[src/mi3_pkg.sv]
// ----------------------------------------------------------------------------
// mi3_pkg: shared widths, tables and types for the 3x3 matrix inverter
// Fixed-point formats, cofactor product index tables and the record that
// travels down the divider pipeline.
// ----------------------------------------------------------------------------
package mi3_pkg;

   // field formats
   localparam int IN_W     = 16;   // matrix element width, Q8.8
   localparam int OUT_W    = 32;   // inverse element width, Q16.16
   localparam int IN_FRAC  = 8;
   localparam int OUT_FRAC = 16;
   localparam int DET_W    = 50;   // determinant field width, Q26.24
   localparam int LANES    = 9;    // elements per matrix

   // internal widths
   localparam int PROD_W = 2 * IN_W;          // element x element
   localparam int COF_W  = 2 * IN_W + 1;      // difference of two products
   localparam int DP_W   = IN_W + COF_W;      // element x cofactor
   localparam int DETF_W = 3 * IN_W + 4;      // full determinant sum
   localparam int MAG_W  = DETF_W;            // determinant magnitude
   localparam int SHIFT  = IN_FRAC + OUT_FRAC; // numerator scaling
   localparam int Q_W    = OUT_W;             // quotient bits kept
   localparam int NUM_W  = COF_W + SHIFT;
   localparam int NUMX_W = NUM_W + Q_W;
   localparam int CMP_W  = (NUM_W > MAG_W) ? NUM_W : MAG_W;
   localparam int DIV_STEPS = Q_W;

   // stream widths
   localparam int REQ_DATA_W = ((LANES * IN_W + 7) / 8) * 8;
   localparam int RSP_DATA_W = ((LANES * OUT_W + DET_W + 7) / 8) * 8;

   // output skid queue
   localparam int FIFO_DEPTH = 2;
   localparam int CNT_W      = 2;

   // saturation values
   localparam logic [OUT_W-1:0] SAT_NEG = {1'b1, {(OUT_W-1){1'b0}}};
   localparam logic [OUT_W-1:0] SAT_POS = {1'b0, {(OUT_W-1){1'b1}}};

   // cofactor k = m[PA_X]*m[PA_Y] - m[PB_X]*m[PB_Y], element index row*3+col
   localparam int unsigned PA_X [LANES] = '{4, 5, 3, 2, 0, 1, 1, 2, 0};
   localparam int unsigned PA_Y [LANES] = '{8, 6, 7, 7, 8, 6, 5, 3, 4};
   localparam int unsigned PB_X [LANES] = '{5, 3, 4, 1, 2, 0, 2, 0, 1};
   localparam int unsigned PB_Y [LANES] = '{7, 8, 6, 8, 6, 7, 4, 5, 3};

   // inverse element (i,j) takes cofactor (j,i)
   localparam int unsigned TR [LANES] = '{0, 3, 6, 1, 4, 7, 2, 5, 8};

   // record carried through the long division stages
   typedef struct packed {
      logic [LANES-1:0][MAG_W-1:0] rem;
      logic [LANES-1:0][Q_W-1:0]   num;
      logic [LANES-1:0][Q_W-1:0]   quo;
      logic [LANES-1:0]            neg;
      logic [LANES-1:0]            ovf;
      logic [MAG_W-1:0]            mag;
      logic                        sing;
      logic [DET_W-1:0]            det;
   } mi3_div_type;

endpackage

[src/mi3_out.sv]
// ----------------------------------------------------------------------------
// mi3_out: sign, saturation and result queue
// Applies quotient sign and Q16.16 saturation, zeroes singular results and
// holds up to two finished results for the response channel.
// ----------------------------------------------------------------------------
module mi3_out (
   input  logic                           clock,
   input  logic                           reset,
   input  logic                           in_valid,
   input  mi3_pkg::mi3_div_type           in_data,
   output logic                           en,
   output logic                           rsp_tvalid,
   input  logic                           rsp_tready,
   output logic [mi3_pkg::RSP_DATA_W-1:0] rsp_tdata,
   output logic                           rsp_tuser
);

   logic [mi3_pkg::RSP_DATA_W-1:0] wdata;
   logic [mi3_pkg::RSP_DATA_W-1:0] data_ff [mi3_pkg::FIFO_DEPTH];
   logic                           user_ff [mi3_pkg::FIFO_DEPTH];
   logic                           wr_ptr_ff;
   logic                           rd_ptr_ff;
   logic [mi3_pkg::CNT_W-1:0]      count_ff;
   logic [mi3_pkg::CNT_W-1:0]      count_in;
   logic                           wr;
   logic                           rd;

   // sign and saturate each lane, pack lowest field first
   always_comb begin
      logic [mi3_pkg::Q_W-1:0] q;
      logic                    sat;
      logic [mi3_pkg::OUT_W-1:0] r;
      wdata = '0;
      for (int l = 0; l < mi3_pkg::LANES; l++) begin
         q = in_data.quo[l];
         if (in_data.neg[l]) begin
            sat = in_data.ovf[l] | (q > mi3_pkg::SAT_NEG);
            r   = sat ? mi3_pkg::SAT_NEG : -q;
         end else begin
            sat = in_data.ovf[l] | q[mi3_pkg::Q_W-1];
            r   = sat ? mi3_pkg::SAT_POS : q;
         end
         if (in_data.sing) begin
            r = '0;
         end
         wdata[l*mi3_pkg::OUT_W +: mi3_pkg::OUT_W] = r;
      end
      wdata[mi3_pkg::LANES*mi3_pkg::OUT_W +: mi3_pkg::DET_W] = in_data.det;
   end

   // queue control
   assign en       = (count_ff != mi3_pkg::CNT_W'(mi3_pkg::FIFO_DEPTH));
   assign wr       = in_valid && en;
   assign rd       = rsp_tvalid && rsp_tready;
   assign count_in = count_ff + mi3_pkg::CNT_W'(wr) - mi3_pkg::CNT_W'(rd);

   always_ff @(posedge clock) begin
      if (wr) begin
         data_ff[wr_ptr_ff] <= wdata;
         user_ff[wr_ptr_ff] <= in_data.sing;
      end
   end

   always_ff @(posedge clock) begin
      if (reset) begin
         wr_ptr_ff <= 1'b0;
         rd_ptr_ff <= 1'b0;
         count_ff  <= '0;
      end else begin
         if (wr) begin
            wr_ptr_ff <= ~wr_ptr_ff;
         end
         if (rd) begin
            rd_ptr_ff <= ~rd_ptr_ff;
         end
         count_ff <= count_in;
      end
   end

   assign rsp_tvalid = (count_ff != '0);
   assign rsp_tdata  = data_ff[rd_ptr_ff];
   assign rsp_tuser  = user_ff[rd_ptr_ff];

   // queue never holds more than its depth
   a_count_bound: assert property (@(posedge clock) disable iff (reset)
      count_ff <= mi3_pkg::CNT_W'(mi3_pkg::FIFO_DEPTH))
      else $error("result queue overfilled");

   // a singular result carries a zero inverse and a zero determinant
   a_sing_zero: assert property (@(posedge clock) disable iff (reset)
      rsp_tvalid && rsp_tuser |-> rsp_tdata == '0)
      else $error("singular result with nonzero payload");

   // a transaction written while one is read leaves the fill level unchanged
   a_count_hold: assert property (@(posedge clock) disable iff (reset)
      wr && rd |=> $stable(count_ff))
      else $error("queue count moved on simultaneous write and read");

endmodule

[config.mk]
export PLATFORM = sky130hd
export DESIGN_NAME = mi3_out
export DESIGN_NICKNAME = d
export VERILOG_FILES = /design/src/mi3_pkg.sv /design/src/mi3_out.sv
export SDC_FILE = /design/constraint.sdc
export NUM_CORES = 1
export LEC_CHECK = 0
export ABC_AREA = 1
export BUFFER_PORTS_ARGS = -buffer_cell sky130_fd_sc_hd__buf_2
export CORE_AREA = 5 5 583 585
export CTS_CLUSTER_DIAMETER = 200
export DETAILED_ROUTE_END_ITERATION = 16
export DIE_AREA = 0 0 588 590
export PLACE_DENSITY_LB_ADDON = 0.08
export SLEW_MARGIN = 15
export SYNTH_ARGS = -nofsm -noshare
export SYNTH_HDL_FRONTEND = slang
export SYNTH_SLANG_ARGS = --single-unit
[constraint.sdc]
create_clock -name clock -period 23.5 [get_ports clock]
set_clock_uncertainty 0.2 [all_clocks]
set_input_delay 4.7 -clock clock [delete_from_list [all_inputs] [get_ports clock]]
set_output_delay 4.7 -clock clock [all_outputs]
set_load 0.005 [all_outputs]
==> results of run 1 <==
==> worst max path at each step <==
stage / end / from / slack, ns
4_1_cts: rsp_tdata[69] / flop / 14.53
6_report: rsp_tdata[67] / flop / 14.84
3_5_place_dp: data_ff[0][119]$_DFFE_PP_ / in_valid / 14.78
2_1_floorplan: data_ff[1][0]$_DFFE_PP_ / in_valid / 3.41
3_3_place_gp: data_ff[0][126]$_DFFE_PP_ / in_valid / 14.73
5_1_grt: rsp_tdata[67] / flop / 14.54
==> logic make-up after synthesis <==
family                     after synthesis
DFF                                    683
xor gates and xnor gates                10
and+or+nand+nor                       2165
muxes                                  339
buffers and inverters                  657
other                                    1
AOI/OAI and AO/OA                      393
adders and majority gates               11
==> layout by cell type (no fill, tap or decap), types with 14 or more instances in the layout <==
cell type                   Yosys  final
sky130_fd_sc_hd__buf_4          8     34
sky130_fd_sc_hd__edfxtp_1     678    678
sky130_fd_sc_hd__o31ai_1       31     31
sky130_fd_sc_hd__clkinv_2       0     14
sky130_fd_sc_hd__inv_2         15     15
sky130_fd_sc_hd__nand3_1      377    377
sky130_fd_sc_hd__a21oi_1       42     42
sky130_fd_sc_hd__a31oi_1       92     92
sky130_fd_sc_hd__inv_1        494    493
sky130_fd_sc_hd__nand2_1      929    929
sky130_fd_sc_hd__mux2_2       339    339
sky130_fd_sc_hd__nor2_1       718    713
sky130_fd_sc_hd__nor3_1        18     18
sky130_fd_sc_hd__nand4_1       36     36
sky130_fd_sc_hd__buf_2         46    700
sky130_fd_sc_hd__o21ai_0      183    183
sky130_fd_sc_hd__nor2_2        18     21
sky130_fd_sc_hd__diode_2        0     31
sky130_fd_sc_hd__clkbuf_1      61     19
sky130_fd_sc_hd__clkinv_1       4     27
sky130_fd_sc_hd__o22ai_1       31     31
sky130_fd_sc_hd__clkbuf_16      0    103
==> metrics by stage <==
stage / instances / cell area (µm²) / util
detailed placement: 9266 / 47180 / 0.1409
floorplan: 4264 / 38480 / -
CTS: 9451 / 50360 / 0.1505
global route: 9467 / 50400 / 0.1506
finish: 9482 / 50440 / 0.1507
global placement: 9266 / 47180 / 0.1409
==> worst register-to-register path: stages, from the launching register on <==
cell                      delay, ns
sky130_fd_sc_hd__dfxtp_1       0.35
sky130_fd_sc_hd__inv_1         0.05
sky130_fd_sc_hd__nand2_1       0.11
sky130_fd_sc_hd__nand2_1       0.17
sky130_fd_sc_hd__nor2_4        0.70
sky130_fd_sc_hd__buf_4         0.67
sky130_fd_sc_hd__buf_4         0.64
sky130_fd_sc_hd__buf_4         0.80
==> synth_stat cells, types with 2 or more instances <==
cell type	number	area (µm²)
sky130_fd_sc_hd__buf_1	19	71.32
sky130_fd_sc_hd__clkinv_1	4	15.01
sky130_fd_sc_hd__mux2_2	339	3817
sky130_fd_sc_hd__nor2_1	718	2695
sky130_fd_sc_hd__nor3_1	18	90.09
sky130_fd_sc_hd__ha_1	11	137.6
sky130_fd_sc_hd__nand3_4	6	105.1
sky130_fd_sc_hd__nand3_1	377	1887
sky130_fd_sc_hd__a211oi_1	2	15.01
sky130_fd_sc_hd__xor2_1	8	70.07
sky130_fd_sc_hd__a21oi_1	42	210.2
sky130_fd_sc_hd__o22ai_1	31	193.9
sky130_fd_sc_hd__and3_1	7	43.79
sky130_fd_sc_hd__nand2_4	2	22.52
sky130_fd_sc_hd__nand3b_1	5	37.54
sky130_fd_sc_hd__nor2_4	3	33.78
sky130_fd_sc_hd__buf_2	46	230.2
sky130_fd_sc_hd__inv_1	494	1854
sky130_fd_sc_hd__or2_2	10	62.56
sky130_fd_sc_hd__nand4_1	36	225.2
sky130_fd_sc_hd__clkbuf_1	61	229.0
sky130_fd_sc_hd__buf_6	9	101.4
sky130_fd_sc_hd__buf_4	8	60.06
sky130_fd_sc_hd__nor2_2	18	112.6
sky130_fd_sc_hd__inv_2	15	56.30
sky130_fd_sc_hd__and2_1	10	62.56
sky130_fd_sc_hd__a311oi_1	8	70.07
sky130_fd_sc_hd__o21ai_1	2	10.01
sky130_fd_sc_hd__o31ai_1	31	232.7
sky130_fd_sc_hd__a31oi_1	92	575.6
sky130_fd_sc_hd__dfxtp_1	5	100.1
sky130_fd_sc_hd__nand2_1	929	3487
sky130_fd_sc_hd__xnor2_1	2	17.52
sky130_fd_sc_hd__nand2_2	10	62.56
sky130_fd_sc_hd__nand3_2	13	130.1
sky130_fd_sc_hd__o21ai_0	183	915.9
sky130_fd_sc_hd__edfxtp_1	678	20360
==> final cells by class <==
class,instances,area share
multi-input combinational,2924,0.3057
clock buffer,122,0.05252
antenna,31,0.001538
inverter,513,0.03828
timing repair buffer,739,0.07633
sequential,683,0.4057
tap,4407,0.1093
clock inverter,63,0.01064
==> layer usage <==
layer	GRT usage	share of wire	up-vias
li1	-	-	15870
met1	0.1403	0.41	15990
met2	0.2096	0.49	885
met3	0.04244	0.079	319
met4	0.02521	0.022	68
met5	0	0.0021	-
==> where the power goes <==
| group | internal [mW] | total [mW] | leakage, nW | switching [mW] |
|---|---|---|---|---|
| logic | 0.416 | 1.24 | 12.2 | 0.819 |
| registers | 1.58 | 1.62 | 6.52 | 0.0409 |
| clock network | 0.877 | 1.49 | 1.53 | 0.609 |
==> registers in the layout, indices dropped and copies added, names as in the netlist, named ones only <==
name / cells
rd_ptr_ff: 1
wr_ptr_ff: 1
count_ff: 2
user_ff: 2
data_ff: 676
==> out/metrics.cfg, run 1 <==
[synth]
synth-xor-area-share=0.002277
synth_top_flop_cell=sky130_fd_sc_hd__edfxtp_1
complex_gate_fraction_of_the_synthesized_area=0.05820
synthAdderAreaFrac=0.003579
ys_async_sr_fraction=0
syn-mean-instance-area_um2=9.030
syn-cell-area_um2=38460
postSynthRegisterBits=683
synth_warnings=0
netlist_instances=4259
synth_enable_flop_cells=678
synth_sequential_area_ratio=0.5320
synth_cell_types=44
dominant_combinational_cell_family_by_area_after_synthesis=simple AND/OR/NAND/NOR gates
synth.area.mux_share=0.09926
yosys.area_share.simple=0.2364

[floorplan]
floorplan.initialDensity=0.1149
ioPinCount=1516
placement_rows=213
dieArea_um2=346900
placeableCoreArea_um2=334700
die_h_um=590
die_w_um=588

[clocking]
cts_buffers=103
number_of_buffers_on_the_longest_clock_path=4
clock-root-buffer=sky130_fd_sc_hd__clkbuf_16
worst_skew_pair.late_latency_ns=0.78
post_cts_hold_buffer_count=0
cts_resized=0
numClockSinks=683
ctsHtreeMaxLevel=3
clkSlewWorstSetupHoldPaths_ns=0.05
cts_post_setup_buffers_inserted=0
tritoncts=yes

[power]
power_mw=4.340
peakVddDrop_mv=0.07045
static_leakage_power_nw=20.23
power_density_nw_per_um2=86.05

[timing]
period_minus_slack_ns=8.660
timing.setup.tns_ns=0
finalWorstSetupSlack_ns=14.84
max_freq_mhz=115.5
worst-slew-pin-transition_ns=1.191
timing_hold_violations_final=0
fin_hold_ws_ns=0.2759
timing.final.max_slew_violations=0
fin_crit_sh=0.3685
worst_slew_margin_rel=0.2060
finalSetupViolCount=0
grt_setup_unrepaired=no

[routing]
ant_nets=0
detailed_router_iteration_count_before_antenna_repair=5
drt-total-wl_um=215600
via_per_inst=3.494
drc=0
drtIter0Drc=1683
dr_total_vias=33130
avgRoutedWirePerCell_um=22.73

[worst_setup_path]
timing_worst_setup_path_type=reg2out
worst_path_dominant_cell_family=buffers and inverters
worstPathArrival_ns=3.76
critical_path.max_stage_delay_ns=0.77
critical-path-slowest-cell=sky130_fd_sc_hd__buf_4
worstReg2RegStart=count_ff[0]$_SDFF_PP0_
cp_data_required_time_ns=18.60
critical_path_peak_fanout=53
crit_cells=4
crit_path_start_kind=flop
critical_path_buf_inv_count=3
worst_setup_ep_type=primary output
ordered_cell_list_for_the_critical_path=buf_4 -> buf_4 -> mux2_2 -> buf_2
rr_endpoint=data_ff[0][242]$_DFFE_PP_
critPathMostFrequentCell=sky130_fd_sc_hd__buf_4
r2r_cells=7
timing.reg2reg.setup_slack_ns=19.41

[global_route]
grt.overflow.total=0
grt_pass1_vias=34090
gr-usage-all-layers=0.1197
wire_length_of_the_first_global_routing_pass_um=290900
grt_start_max_net_pins=121
antenna_violations_before_repair=128

[finish]
ff_latch_area_um2=20460
layout.nets=6144
multi_input_area_um2=15420
n_fill_cell=38180
final_layout_size_suffix_gt1_frac=0.2589
relative_area_change_from_synthesis_to_final_layout_pct=31.15

[run_status]
status=completed

[placement]
detailedPlace.worstSlack_ns=14.78
gp_routability_congestion=0.8168
portBuffers=701
dp_hpwl_um=171000

[worst_hold_path]
hold_start=rd_ptr_ff$_SDFFE_PP0P_
holdPathStages=2
hp-class=reg2reg

[run]
max_cap_violations=0

No activity file was read; power rests on OpenSTA's default activity.
==> inputs of run 2 (changes only) <==
==> constraint.sdc (replaced) <==
create_clock -name clock -period 7 [get_ports clock]
set_clock_uncertainty 0.2 [all_clocks]
set_input_delay 1.4 -clock clock [delete_from_list [all_inputs] [get_ports clock]]
set_output_delay 1.4 -clock clock [all_outputs]
set_load 0.005 [all_outputs]
==> run 2 against run 1 <==
Compared with the run above: sequential cell count unchanged; global-route usage is essentially flat; sequential power grew to 3.4 times the previous value; die area unchanged; wire length fell by 0.28%; register-to-register slack worse by 15 ns; clock power increased to 3.2 times the previous value; final area about the same; hold slack improved by 0.0012 ns; critical endpoint is now rsp_tdata[323]; worst setup slack lost 12 ns.
==> out/metrics.cfg, run 2 (synthesis gave the netlist of run 1 again) <==
[finish]
n_fill_cell=38150  ; -0.086%
largest_register_ff_count=676  ; unchanged
relative_area_change_from_synthesis_to_final_layout_pct=31.24  ; about the same
top_register=data_ff
mostFrequentLayoutCells=sky130_fd_sc_hd__nand2_1 (928), sky130_fd_sc_hd__nor2_1 (712), sky130_fd_sc_hd__buf_2 (700)
multi_input_area_um2=15440  ; +0.12%
layout_commonest_cell=sky130_fd_sc_hd__nand2_1
layout.core_utilization=0.1508  ; about the same
biggest_regs=data_ff x676, count_ff x2, user_ff x2
final_layout_size_suffix_gt1_frac=0.2591  ; about the same
layout.nets=6150  ; +0.098%
final_area_um2=50470  ; about the same
ff_latch_area_um2=20460  ; unchanged

[power]
static_leakage_power_nw=20.25  ; +0.12%
power_density_nw_per_um2=285.7  ; +230%
peakVddDrop_mv=0.1812  ; +160%
power_mw=14.42  ; +230%

[timing]
grt_setup_unrepaired=no
timing.final.max_slew_violations=0  ; unchanged
worst_slew_margin_rel=0.2662  ; +0.06019
finalWorstSetupSlack_ns=2.427  ; -12.41 ns
timing.setup.tns_ns=0  ; unchanged
fin_crit_sh=0.6533
worst-slew-pin-transition_ns=1.097  ; -0.09434 ns
max_freq_mhz=218.7
timing_hold_violations_final=0  ; unchanged
finalSetupViolCount=0  ; unchanged
period_minus_slack_ns=4.573

[worst_setup_path]
critical_path_buf_inv_count=2  ; -1
critical-path-slowest-cell=sky130_fd_sc_hd__dfxtp_4
crit_path_start_kind=flop
critical_path_peak_fanout=95  ; +79%
ordered_cell_list_for_the_critical_path=buf_12 -> mux2_2 -> buf_2
worstReg2RegStart=count_ff[0]$_SDFF_PP0_
worst_path_dominant_cell_family=flip-flops
critical_path.max_stage_delay_ns=0.88  ; +0.11 ns
worstPathArrival_ns=2.97  ; -0.79 ns
timing_worst_setup_path_type=reg2out
worst_setup_ep_type=primary output
cp_data_required_time_ns=5.40  ; -13.20 ns

[placement]
dp_hpwl_um=171400  ; +0.24%
detailedPlace.worstSlack_ns=2.329  ; -12.45 ns
place_area_um2=47350  ; +0.37%
gp_routability_congestion=0.7980  ; -2.3%
portBuffers=701  ; unchanged

[floorplan]
placement_rows=213  ; unchanged
dieArea_um2=346900  ; unchanged
die_h_um=590  ; unchanged
die_w_um=588  ; unchanged
placeableCoreArea_um2=334700  ; unchanged
floorplan.initialDensity=0.1149  ; unchanged
ioPinCount=1516  ; unchanged

[global_route]
antenna_violations_before_repair=128  ; unchanged
grt.overflow.total=0  ; unchanged
gr-usage-all-layers=0.1192  ; -0.0004276
grt_pass1_vias=33790  ; -0.89%
wire_length_of_the_first_global_routing_pass_um=289400  ; -0.53%
grt_start_max_net_pins=96  ; -21%

[clocking]
post_cts_hold_buffer_count=0  ; unchanged
number_of_buffers_on_the_longest_clock_path=4  ; unchanged
ctsHtreeMaxLevel=3  ; unchanged
clock-root-buffer=sky130_fd_sc_hd__clkbuf_16
cts_buffers=103  ; unchanged
tritoncts=yes
clkSlewWorstSetupHoldPaths_ns=0.05  ; about the same
worst_skew_pair.late_latency_ns=0.79  ; about the same
numClockSinks=683  ; unchanged
cts_post_setup_buffers_inserted=0  ; unchanged
cts_resized=0  ; unchanged

[routing]
drt-total-wl_um=215000  ; -0.28%
detailed_router_iteration_count_before_antenna_repair=5  ; unchanged
drtIter0Drc=1912  ; +14%
detailroute.wirelength.met2_um=104400  ; -0.52%
avgRoutedWirePerCell_um=22.69  ; -0.17%
top_layer=met5
ant_nets=0  ; unchanged
via_per_inst=3.493  ; about the same
met3_wirelength_um=18550  ; +8.9%
drc=0  ; unchanged
dr_total_vias=33080  ; -0.13%
met1_length_um=86960  ; -1.7%

[run_status]
status=completed

[run]
max_cap_violations=0  ; unchanged

[worst_hold_path]
hp-class=reg2reg
hold_start=rd_ptr_ff$_SDFFE_PP0P_

[run 2: per-stage QoR]
stage / hold slack [ns] / std cells
4_1_cts: 0.2799 / 9452
2_1_floorplan: 0.2544 / 4264
3_3_place_gp: 0.2735 / 9272
5_1_grt: 0.3369 / 9463
6_report: 0.2771 / 9472
3_5_place_dp: 0.2708 / 9272
[run 2: cell type report]
class | instances | share of cell area
Antenna cell | 20 | 0.0009916
Clock buffer | 122 | 0.05332
Tap cell | 4407 | 0.1092
Inverter | 513 | 0.03825
Sequential cell | 683 | 0.4054
Multi-Input combinational cell | 2924 | 0.3058
Clock inverter | 58 | 0.007511
Timing Repair Buffer | 745 | 0.07940
[run 2: path summary, 6_finish.rpt]
path                                                  end  slack [ns]  cells past startpoint
worst min-delay path                                 flop        0.28                      2
worst max register to register  data_ff[0][244]$_DFFE_PP_        4.28                      5
worst max-delay path                       rsp_tdata[323]        2.43                      3
worst min register to register                       flop        0.28                      2
[run 2: power by group]
group | internal, mW | switching (mW) | leakage, nW
sequential | 5.29 | 0.157 | 6.52
clock | 2.82 | 1.99 | 1.49
combinational | 1.44 | 2.72 | 12.2
[run 2: routing by layer]
metal	global-route usage	up-vias
li1	-	15850
met1	0.1373	15930
met2	0.2077	891
met3	0.04810	327
met4	0.02483	84
met5	0	-
[run 2: worst register-to-register path: stages, from the launching register on]
cell,delay [ns]
sky130_fd_sc_hd__dfxtp_1,0.36
sky130_fd_sc_hd__inv_1,0.05
sky130_fd_sc_hd__nand2_1,0.20
sky130_fd_sc_hd__nand2_8,0.10
sky130_fd_sc_hd__nor2_4,0.63
sky130_fd_sc_hd__buf_12,0.44
